File: src/hdl/gl2c_pkg.sv
`timescale 1ns / 1ps
// ----------------------------------------------------------------------------
// Gradient L2 norm clip: shared package
// Types and constants shared by the sequencer and the add/subtract unit.
// ----------------------------------------------------------------------------
package gl2c_pkg;

	localparam int ADD_W      = 64;
	localparam int SCALE_W    = 17;
	localparam int SCALE_FRAC = 16;
	localparam int THR_W      = 32;
	localparam int NORM_W     = 32;
	localparam int EPS_W      = 16;
	localparam int CFG_IDX_W  = 2;
	localparam int CFG_DATA_W = 32;
	localparam int CNT_W      = 5;

	localparam logic [SCALE_W-1:0] SCALE_ONE   = 17'h10000;
	localparam logic [ADD_W-1:0]   ROUND_HALF  = 64'h0000_0000_0000_8000;
	localparam logic [CNT_W-1:0]   ROOT_LAST   = 5'd31;
	localparam logic [CNT_W-1:0]   DIV_LAST    = 5'd16;
	localparam logic [THR_W-1:0]   THR_RESET   = 32'h0001_0000;
	localparam logic [EPS_W-1:0]   EPS_RESET   = 16'h0001;

	typedef enum logic [CFG_IDX_W-1:0] {
		CFG_USE_ITEM_THR = 2'd0,
		CFG_SHARED_THR   = 2'd1,
		CFG_EPSILON      = 2'd2,
		CFG_NONE         = 2'd3
	} cfg_idx_t;

	typedef enum logic [1:0] {
		OP_ADD = 2'b01,
		OP_SUB = 2'b10
	} addsub_op_t;

	typedef enum logic [8:0] {
		S_IDLE = 9'b000000001,
		S_MUL  = 9'b000000010,
		S_ADD  = 9'b000000100,
		S_NEG  = 9'b000001000,
		S_ROOT = 9'b000010000,
		S_CMP  = 9'b000100000,
		S_EPS  = 9'b001000000,
		S_DIV  = 9'b010000000,
		S_EMIT = 9'b100000000
	} state_t;

endpackage

File: src/hdl/gl2c_addsub.sv
`timescale 1ns / 1ps
// ----------------------------------------------------------------------------
// Gradient L2 norm clip: shared add/subtract unit
// One 64-bit adder with carry out; subtraction gives carry out high when a >= b.
// ----------------------------------------------------------------------------
module gl2c_addsub (
	input  logic [gl2c_pkg::ADD_W-1:0] a,
	input  logic [gl2c_pkg::ADD_W-1:0] b,
	input  gl2c_pkg::addsub_op_t       op,
	output logic [gl2c_pkg::ADD_W-1:0] sum,
	output logic                       cout
);
	import gl2c_pkg::*;

	logic [ADD_W:0]   total;
	logic [ADD_W-1:0] b_eff;
	logic             cin;

	always_comb begin
		unique case (op)
			OP_SUB: begin
				b_eff = ~b;
				cin   = 1'b1;
			end
			default: begin
				b_eff = b;
				cin   = 1'b0;
			end
		endcase
	end

	assign total = {1'b0, a} + {1'b0, b_eff} + {{ADD_W{1'b0}}, cin};
	assign sum   = total[ADD_W-1:0];
	assign cout  = total[ADD_W];

endmodule

File: src/hdl/gradient_l2_norm_clip_top.sv
`timescale 1ns / 1ps
// ----------------------------------------------------------------------------
// Gradient L2 norm clip: top level
// Clips one gradient vector by its L2 norm in two passes over the elements.
// ----------------------------------------------------------------------------
// Usage:
//   Input transactions (in_valid/in_ready) carry cmd, grad_value, last and
//   item_threshold. cmd 0 adds the square of the element to a saturating
//   64-bit sum; the last such item yields one status transaction with the
//   norm, the scale and the flags. cmd 1 returns the element times the scale,
//   rounded half away from zero; its last item clears the sum and its flag.
//   Configuration writes (cfg_valid/cfg_ready) are always taken; write them
//   only while the block is idle.
// Timing:
//   One item at a time; in_ready is high only in the idle state. A plain
//   accumulate item passes the multiply and add states. An apply item passes
//   multiply, add, negate for a negative element, and emit for its result.
//   The last accumulate item goes on through root and compare, then epsilon
//   and divide only when clipping, then emit for its status: 32 root steps
//   and 17 quotient steps all go through the one shared 64-bit adder.
// Reset and stalls:
//   arst_n clears the sum, flags and norm, sets the scale to 1.0 and returns
//   the configuration to its defaults. A result waits in the output register
//   while out_ready is low; the next item is accepted meanwhile and held at
//   its own result until the register frees.
// ----------------------------------------------------------------------------
module gradient_l2_norm_clip_top #(
	parameter int VALUE_WIDTH = 32
) (
	input  logic                                  clk,
	input  logic                                  arst_n,
	input  logic                                  cfg_valid,
	output logic                                  cfg_ready,
	input  logic [gl2c_pkg::CFG_IDX_W-1:0]        cfg_index,
	input  logic [gl2c_pkg::CFG_DATA_W-1:0]       cfg_data,
	input  logic                                  in_valid,
	output logic                                  in_ready,
	input  logic                                  cmd,
	input  logic signed [VALUE_WIDTH-1:0]         grad_value,
	input  logic                                  last,
	input  logic [gl2c_pkg::THR_W-1:0]            item_threshold,
	output logic                                  out_valid,
	input  logic                                  out_ready,
	output logic signed [VALUE_WIDTH-1:0]         scaled_value,
	output logic [gl2c_pkg::NORM_W-1:0]           norm_value,
	output logic [gl2c_pkg::SCALE_W-1:0]          scale_out,
	output logic                                  clipped,
	output logic                                  sum_saturated,
	output logic                                  is_status,
	output logic                                  last_out
);
	import gl2c_pkg::*;

	localparam int MAGW   = (VALUE_WIDTH > 32) ? VALUE_WIDTH : 33;
	localparam int PROD_W = VALUE_WIDTH + SCALE_W;

	// configuration
	logic               use_item_q;
	logic [THR_W-1:0]   shared_thr_q;
	logic [EPS_W-1:0]   eps_q;

	// vector state
	logic [ADD_W-1:0]   sum_q;
	logic               ovf_q;
	logic [NORM_W-1:0]  norm_q;
	logic [SCALE_W-1:0] scale_q;
	logic               clip_q;

	// sequencer
	state_t             state_q;
	logic               cmd_q;
	logic               last_q;
	logic               neg_q;
	logic               over_q;
	logic [VALUE_WIDTH-1:0] mag_q;
	logic [THR_W-1:0]   thr_q;
	logic [ADD_W-1:0]   mul_q;
	logic [VALUE_WIDTH-1:0] res_q;
	logic [ADD_W-1:0]   x_q;
	logic [NORM_W-1:0]  root_q;
	logic [33:0]        rem_q;
	logic [32:0]        div_q;
	logic [SCALE_W-1:0] dsh_q;
	logic [SCALE_W-1:0] quo_q;
	logic [CNT_W-1:0]   cnt_q;

	// output register
	logic                   out_valid_q;
	logic [VALUE_WIDTH-1:0] out_scaled_q;
	logic [NORM_W-1:0]      out_norm_q;
	logic [SCALE_W-1:0]     out_scale_q;
	logic                   out_clip_q;
	logic                   out_sat_q;
	logic                   out_status_q;
	logic                   out_last_q;

	logic                   in_neg;
	logic [VALUE_WIDTH-1:0] in_mag;
	logic [MAGW-1:0]        in_mag_ext;
	logic [MAGW-1:0]        mag_ext;
	logic [31:0]            mag_lo;
	logic [ADD_W-1:0]       sq_w;
	logic [PROD_W-1:0]      prod_w;
	logic [35:0]            root_shift;
	logic [35:0]            root_trial;
	logic [34:0]            div_shift;
	logic [ADD_W-1:0]       add_a;
	logic [ADD_W-1:0]       add_b;
	addsub_op_t             add_op;
	logic [ADD_W-1:0]       add_sum;
	logic                   add_cout;
	logic [ADD_W-1:0]       sum_nxt;
	logic                   in_take;
	logic                   out_load;

	assign cfg_ready = 1'b1;
	assign in_ready  = (state_q == S_IDLE);
	assign in_take   = in_valid && in_ready;
	assign out_load  = (state_q == S_EMIT) && (!out_valid_q || out_ready);

	assign in_neg     = grad_value[VALUE_WIDTH-1];
	assign in_mag     = in_neg ? (~grad_value + 1'b1) : grad_value;
	assign in_mag_ext = MAGW'(in_mag);

	assign mag_ext    = MAGW'(mag_q);
	assign mag_lo     = mag_ext[31:0];
	assign sq_w       = {32'b0, mag_lo} * {32'b0, mag_lo};
	assign prod_w     = PROD_W'(mag_q) * PROD_W'(scale_q);
	assign root_shift = {rem_q, x_q[ADD_W-1:ADD_W-2]};
	assign root_trial = {2'b00, root_q, 2'b01};
	assign div_shift  = {rem_q, dsh_q[SCALE_W-1]};
	assign sum_nxt    = (over_q || add_cout) ? {ADD_W{1'b1}} : add_sum;

	always_comb begin
		add_a  = '0;
		add_b  = '0;
		add_op = OP_ADD;
		unique case (state_q)
			S_ADD: begin
				add_op = OP_ADD;
				if (!cmd_q) begin
					add_a = sum_q;
					add_b = mul_q;
				end else begin
					add_a = mul_q;
					add_b = ROUND_HALF;
				end
			end
			S_NEG: begin
				add_op = OP_SUB;
				add_b  = ADD_W'(res_q);
			end
			S_ROOT: begin
				add_op = OP_SUB;
				add_a  = ADD_W'(root_shift);
				add_b  = ADD_W'(root_trial);
			end
			S_CMP: begin
				add_op = OP_SUB;
				add_a  = ADD_W'(thr_q);
				add_b  = ADD_W'(norm_q);
			end
			S_EPS: begin
				add_op = OP_ADD;
				add_a  = ADD_W'(norm_q);
				add_b  = ADD_W'(eps_q);
			end
			S_DIV: begin
				add_op = OP_SUB;
				add_a  = ADD_W'(div_shift);
				add_b  = ADD_W'(div_q);
			end
			default: begin
				add_op = OP_ADD;
			end
		endcase
	end

	gl2c_addsub u_addsub (
		.a    (add_a),
		.b    (add_b),
		.op   (add_op),
		.sum  (add_sum),
		.cout (add_cout)
	);

	// configuration writes
	always_ff @(posedge clk or negedge arst_n) begin
		if (!arst_n) begin
			use_item_q   <= 1'b0;
			shared_thr_q <= THR_RESET;
			eps_q        <= EPS_RESET;
		end else if (cfg_valid && cfg_ready) begin
			unique case (cfg_idx_t'(cfg_index))
				CFG_USE_ITEM_THR: use_item_q   <= cfg_data[0];
				CFG_SHARED_THR:   shared_thr_q <= cfg_data[THR_W-1:0];
				CFG_EPSILON:      eps_q        <= cfg_data[EPS_W-1:0];
				default:          ;
			endcase
		end
	end

	// sequencer and vector state
	always_ff @(posedge clk or negedge arst_n) begin
		if (!arst_n) begin
			state_q <= S_IDLE;
			sum_q   <= '0;
			ovf_q   <= 1'b0;
			norm_q  <= '0;
			scale_q <= SCALE_ONE;
			clip_q  <= 1'b0;
			cnt_q   <= '0;
		end else begin
			unique case (state_q)
				S_IDLE: begin
					if (in_take) begin
						state_q <= S_MUL;
					end
				end
				S_MUL: begin
					state_q <= S_ADD;
				end
				S_ADD: begin
					if (!cmd_q) begin
						sum_q <= sum_nxt;
						if (over_q || add_cout) begin
							ovf_q <= 1'b1;
						end
						if (last_q) begin
							cnt_q   <= ROOT_LAST;
							state_q <= S_ROOT;
						end else begin
							state_q <= S_IDLE;
						end
					end else if (neg_q) begin
						state_q <= S_NEG;
					end else begin
						state_q <= S_EMIT;
					end
				end
				S_NEG: begin
					state_q <= S_EMIT;
				end
				S_ROOT: begin
					cnt_q <= cnt_q - 1'b1;
					if (cnt_q == '0) begin
						norm_q  <= {root_q[NORM_W-2:0], add_cout};
						state_q <= S_CMP;
					end
				end
				S_CMP: begin
					if (add_cout) begin
						scale_q <= SCALE_ONE;
						clip_q  <= 1'b0;
						state_q <= S_EMIT;
					end else begin
						state_q <= S_EPS;
					end
				end
				S_EPS: begin
					cnt_q   <= DIV_LAST;
					state_q <= S_DIV;
				end
				S_DIV: begin
					cnt_q <= cnt_q - 1'b1;
					if (cnt_q == '0) begin
						scale_q <= {quo_q[SCALE_W-2:0], add_cout};
						clip_q  <= 1'b1;
						state_q <= S_EMIT;
					end
				end
				S_EMIT: begin
					if (out_load) begin
						if (cmd_q && last_q) begin
							sum_q <= '0;
							ovf_q <= 1'b0;
						end
						state_q <= S_IDLE;
					end
				end
				default: begin
					state_q <= S_IDLE;
				end
			endcase
		end
	end

	// working registers
	always_ff @(posedge clk) begin
		unique case (state_q)
			S_IDLE: begin
				if (in_take) begin
					cmd_q  <= cmd;
					last_q <= last;
					neg_q  <= in_neg;
					mag_q  <= in_mag;
					over_q <= |in_mag_ext[MAGW-1:32];
					thr_q  <= use_item_q ? item_threshold : shared_thr_q;
				end
			end
			S_MUL: begin
				mul_q <= cmd_q ? ADD_W'(prod_w) : sq_w;
			end
			S_ADD: begin
				res_q  <= add_sum[VALUE_WIDTH+SCALE_FRAC-1:SCALE_FRAC];
				x_q    <= sum_nxt;
				root_q <= '0;
				rem_q  <= '0;
			end
			S_NEG: begin
				res_q <= add_sum[VALUE_WIDTH-1:0];
			end
			S_ROOT: begin
				x_q    <= {x_q[ADD_W-3:0], 2'b00};
				root_q <= {root_q[NORM_W-2:0], add_cout};
				rem_q  <= add_cout ? add_sum[33:0] : root_shift[33:0];
			end
			S_EPS: begin
				div_q <= add_sum[32:0];
				rem_q <= {3'b000, thr_q[THR_W-1:1]};
				dsh_q <= {thr_q[0], {(SCALE_W-1){1'b0}}};
			end
			S_DIV: begin
				rem_q <= add_cout ? add_sum[33:0] : div_shift[33:0];
				dsh_q <= {dsh_q[SCALE_W-2:0], 1'b0};
				quo_q <= {quo_q[SCALE_W-2:0], add_cout};
			end
			default: ;
		endcase
	end

	// output register
	always_ff @(posedge clk or negedge arst_n) begin
		if (!arst_n) begin
			out_valid_q <= 1'b0;
		end else if (out_load) begin
			out_valid_q <= 1'b1;
		end else if (out_ready) begin
			out_valid_q <= 1'b0;
		end
	end

	always_ff @(posedge clk) begin
		if (out_load) begin
			out_scaled_q <= cmd_q ? res_q : '0;
			out_norm_q   <= norm_q;
			out_scale_q  <= scale_q;
			out_clip_q   <= clip_q;
			out_sat_q    <= ovf_q;
			out_status_q <= !cmd_q;
			out_last_q   <= last_q;
		end
	end

	assign out_valid     = out_valid_q;
	assign scaled_value  = out_scaled_q;
	assign norm_value    = out_norm_q;
	assign scale_out     = out_scale_q;
	assign clipped       = out_clip_q;
	assign sum_saturated = out_sat_q;
	assign is_status     = out_status_q;
	assign last_out      = out_last_q;

endmodule

File: config.mk
export PLATFORM = sky130hd
export DESIGN_NAME = gradient_l2_norm_clip_top
export DESIGN_NICKNAME = d
export VERILOG_FILES = /design/src/hdl/gl2c_pkg.sv /design/src/hdl/gl2c_addsub.sv /design/src/hdl/gradient_l2_norm_clip_top.sv
export SDC_FILE = /design/constraint.sdc
export NUM_CORES = 2
export LEC_CHECK = 0
export BUFFER_PORTS_ARGS = -buffer_cell sky130_fd_sc_hd__buf_2
export CORE_MARGIN = 2
export CORE_UTILIZATION = 64
export CTS_CLUSTER_DIAMETER = 60
export CTS_CLUSTER_SIZE = 8
export DETAILED_ROUTE_END_ITERATION = 6
export GPL_ROUTABILITY_DRIVEN = 0
export GPL_TIMING_DRIVEN = 0
export PLACE_DENSITY = 0.81
export SLEW_MARGIN = 20
export SYNTH_ARGS = -nofsm -noshare
export SYNTH_HDL_FRONTEND = slang
export SYNTH_SLANG_ARGS = --single-unit
File: constraint.sdc
create_clock -name clk -period 11.1 [get_ports clk]
set_input_delay 0 -clock clk [delete_from_list [all_inputs] [get_ports clk]]
set_output_delay 0 -clock clk [all_outputs]
set_load 0.005 [all_outputs]
==> qor.log <==
qor: clock_network.clk_pin_slew 0.05 ns
qor: run_status.violations design-rule violations, negative setup slack
qor: sta.max_slew.worst_pin.slew 1.31 ns
qor: route.per_cell_routed_wire_length 27.1 um
qor: die.fp.dieW 350 um
qor: clock_network.cts_inserted_buffers 88
qor: sta.finalCritPeriodShare 1.01
qor: final_layout.post_route_cells_drive_above_1_share 0.0609
qor: place.post-place-ws 0.262 ns
qor: global_routing.grt.overflow.total 0
qor: synthesis.synthesis.nets 9,720
qor: synthesis.share_of_synthesized_registers_carrying_an_async_set_or_reset 0.295
qor: place.dpl.cell_count 9,693
qor: sta.timing.final.max_slew_violations 0
qor: run_status.status finished, violations left
qor: sta.relSlewSlack 0.129
qor: die.top_ports 193
qor: clock_network.cts_tree yes
qor: synthesis.post_synth_instance_area 76,600 um^2
qor: critical_path.cp-end-kind flip-flop
qor: flow_run.maxCapViolations 0
qor: clock_network.cts-root-buf clkbuf_16
qor: synthesis.synth.yosys.warnings 0
qor: global_routing.antenna_found_initial 34
qor: die.floorplan.rows 126
qor: critical_path.startpoint_type flip-flop
qor: final_layout.area.growth.synth_to_final 9.71%
qor: sta.timing.fmax 0.0894 GHz
qor: global_routing.grt_start_max_net_pins 86
qor: route.total_via_count_after_detailed_routing 64.1k
qor: clock_network.htree_num_levels 3
qor: sta.setup_ws_final -0.0884 ns
qor: route.drc_errors 399
qor: synthesis.netlist_instances 7,885
qor: place.dp.final_hpwl 207,000 um
qor: die.design.core.area 118,000 um^2
qor: global_routing.groute.usage.overall 0.449
qor: route.post_drt_via_cell_ratio 6.40
qor: synthesis.yosys_register_bits 607
qor: clock_network.clk_path_buf_depth 3
qor: critical_path.crit_slowest_cell clkbuf_1
qor: sta.final-setup-viol-count 2
qor: worst_hold_path.worstHoldPathType in -> reg
qor: clock_network.cts_num_sinks 607
qor: die.initial_utilization 0.647
qor: route.detail_route.first_pass.iterations 7
qor: route.antenna_left 0
qor: synthesis.number_of_synthesized_flops_with_an_enable_pin 428
qor: place.io_buffers 191
qor: route.dr.first_iter.drc_count 9,135
qor: critical_path.path_common_cell fa_1
qor: critical_path.cp_data_arrival_time 11.61 ns
qor: global_routing.grt_first_pass_wirelength 401,000 um
qor: critical_path.critical_path.max_stage_delay 0.88 ns
qor: sta.timing.final.crit_period 11.19 ns
qor: final_layout.num-fill-cells 8,322
qor: critical_path.worst-endpoint-required 11.52 ns
qor: synthesis.average_instance_area_after_synthesis 9.71 um^2
qor: final_layout.number_of_cells_in_the_finished_layout_apart_from_fillers 10.0k
qor: die.die_h 350 um
qor: final_layout.nNetsFinal 10.2k
qor: clock_network.clk-insertion-delay-late 0.73 ns
qor: die.dieArea 122,000 um^2
qor: final_layout.postLayoutCoreUtil 0.709
qor: global_routing.grt_pass1_vias 66.5k
qor: critical_path.crit_path_max_fanout 10
qor: sta.fin_hold_viols 0
qor: critical_path.worstSetupPathType reg -> reg
qor: synthesis.netlist-cell-type-count 85
qor: sta.fin_skew 0.0601 ns
qor: synthesis.synth_sequential_area_ratio 0.226
qor: synthesis.synth_top_flop_cell edfxtp_1
qor: route.routed_wirelength 272,000 um
[critical path, delay by kind of cell (launching register included)]
kind,cells,cell delay [ns]
compound gates,10,2.77
xor+xnor,1,0.38
simple gates,2,0.49
flops,1,0.45
fa+ha+maj,9,4.22
buf+inv,6,2.54
[cells in the final DEF (no fill, tap or decap), drive strengths merged, types with 30 or more instances in the layout]
cell type and instances:
inv 1513, fa 1242, nand2 1065, clkbuf 534
and2 494, ha 488, edfxtp 428, a21oi 309
nor2 294, buf 239, o21ai 224, dfrtp 175
xnor2 161, a21o 147, dlygate4sd3 132, mux2 116
xor2 86, a31oi 57, o21bai 46, a22oi 45
a222oi 45, mux2i 44, nand3 36, nor2b 34
a221oi 34, nand2b 32, nor3 30
[flip-flops by register name (all words and copies together) (netlist names), 33 cells and up]
| name | count |
|---|---|
| div_q | 33 |
| rem_q | 34 |
| sum_q | 64 |
| mul_q | 64 |
| x_q | 64 |
[layout make-up]
type                       instances  area, um^2  area share
antenna                           26        65.1    0.000775
buffer                           409        1580      0.0188
clock buffer                     153        2490      0.0296
clock inverter                    11         214     0.00255
inverter                        1513        5680      0.0676
multi-input combinational       5356       52100       0.620
sequential                       607       17300       0.206
tap                             1600        2000      0.0238
timing repair buffer             345        2560      0.0305
[cells by family (layout without fill, tap and decap cells)]
| logic type | count (synthesis) | count (layout) | synth area share |
|---|---|---|---|
| DFF | 607 | 607 | 0.226 |
| buffers and inverters | 1922 | 2431 | 0.0943 |
| other | 1 | 27 | 0.0000490 |
| AOI/OAI and AO/OA | 1099 | 1099 | 0.0942 |
| muxes | 160 | 160 | 0.0228 |
| adders and majority gates | 1730 | 1730 | 0.405 |
| and+or+nand+nor | 2119 | 2119 | 0.129 |
| xor gates and xnor gates | 247 | 247 | 0.0283 |
[metal layers]
layer	up-vias	routed length, um	GRT usage
li1	25800	-	-
met3	1888	43100	0.196
met4	47	29800	0.380
met1	30600	84000	0.499
met5	-	500	0.00589
met2	5706	114000	0.663
[metrics by stage]
stage / area, um^2 / TNS [ns] / hold WS, ns
floorplan: 76600 / 0 / -0.296
global placement: 79500 / 0 / 0.183
detailed placement: 79800 / 0 / -0.124
CTS: 83800 / 0 / 0.00593
global route: 83900 / -0.0189 / 0.0370
finish: 84000 / -0.104 / 0.0149
[final timing paths]
kind | from | to | slack [ns] | cells past startpoint
min in group asynchronous | arst_n | shared_thr_q[26] | 0.43 | 4
setup reg to reg | mag_lo[6] | mul_q[63] | -0.09 | 28
hold reg to reg | root_q[20] | norm_q[21] | 0.45 | 2
max in group asynchronous | arst_n | norm_q[31] | 10.16 | 4
hold / removal | cmd | cmd_q | 0.01 | 2
setup / recovery | mag_lo[6] | mul_q[63] | -0.09 | 28
[synthesized netlist by cell type (8+ instances only)]
cell / number / area share
xnor2_1: 161 / 0.018
a32o_1: 10 / 0.0013
o211ai_1: 14 / 0.0014
nor2_1: 294 / 0.014
o21bai_1: 46 / 0.0045
a21oi_1: 309 / 0.020
nand3_1: 36 / 0.0024
edfxtp_1: 428 / 0.17
a31oi_1: 57 / 0.0047
dfrtp_1: 175 / 0.057
clkbuf_1: 382 / 0.019
nor4_1: 10 / 0.00082
a221o_1: 8 / 0.0010
a22oi_1: 45 / 0.0044
a211oi_1: 14 / 0.0014
xor2_1: 86 / 0.0098
fa_1: 1242 / 0.32
nor3b_1: 8 / 0.00078
or3_1: 16 / 0.0013
a31o_2: 11 / 0.0013
a21o_1: 147 / 0.014
o31ai_1: 22 / 0.0022
inv_1: 1509 / 0.074
and3_1: 20 / 0.0016
nor3_1: 28 / 0.0018
o21ai_0: 222 / 0.015
nor2b_1: 34 / 0.0028
buf_1: 24 / 0.0012
and2_1: 494 / 0.040
a222oi_1: 45 / 0.0059
nand2b_1: 32 / 0.0026
mux2_2: 116 / 0.017
a22o_1: 25 / 0.0029
nand4_1: 29 / 0.0024
o21a_1: 25 / 0.0025
or2_2: 13 / 0.0011
ha_1: 488 / 0.080
nand2_1: 1065 / 0.052
a221oi_1: 34 / 0.0039
mux2i_1: 44 / 0.0058
[what timing repair did]
| item | in CTS | in global routing |
|---|---|---|
| resized for setup | 0 | 13 |
| hold buffers | 133 | 0 |
| hold endpoints to repair | 315 | 0 |
| buffers inserted | 0 | 0 |
| setup endpoints to repair | 0 | 5 |
Power is not shown: default switching activity piles up to over one toggle a cycle in this logic, so the estimate is an artifact.
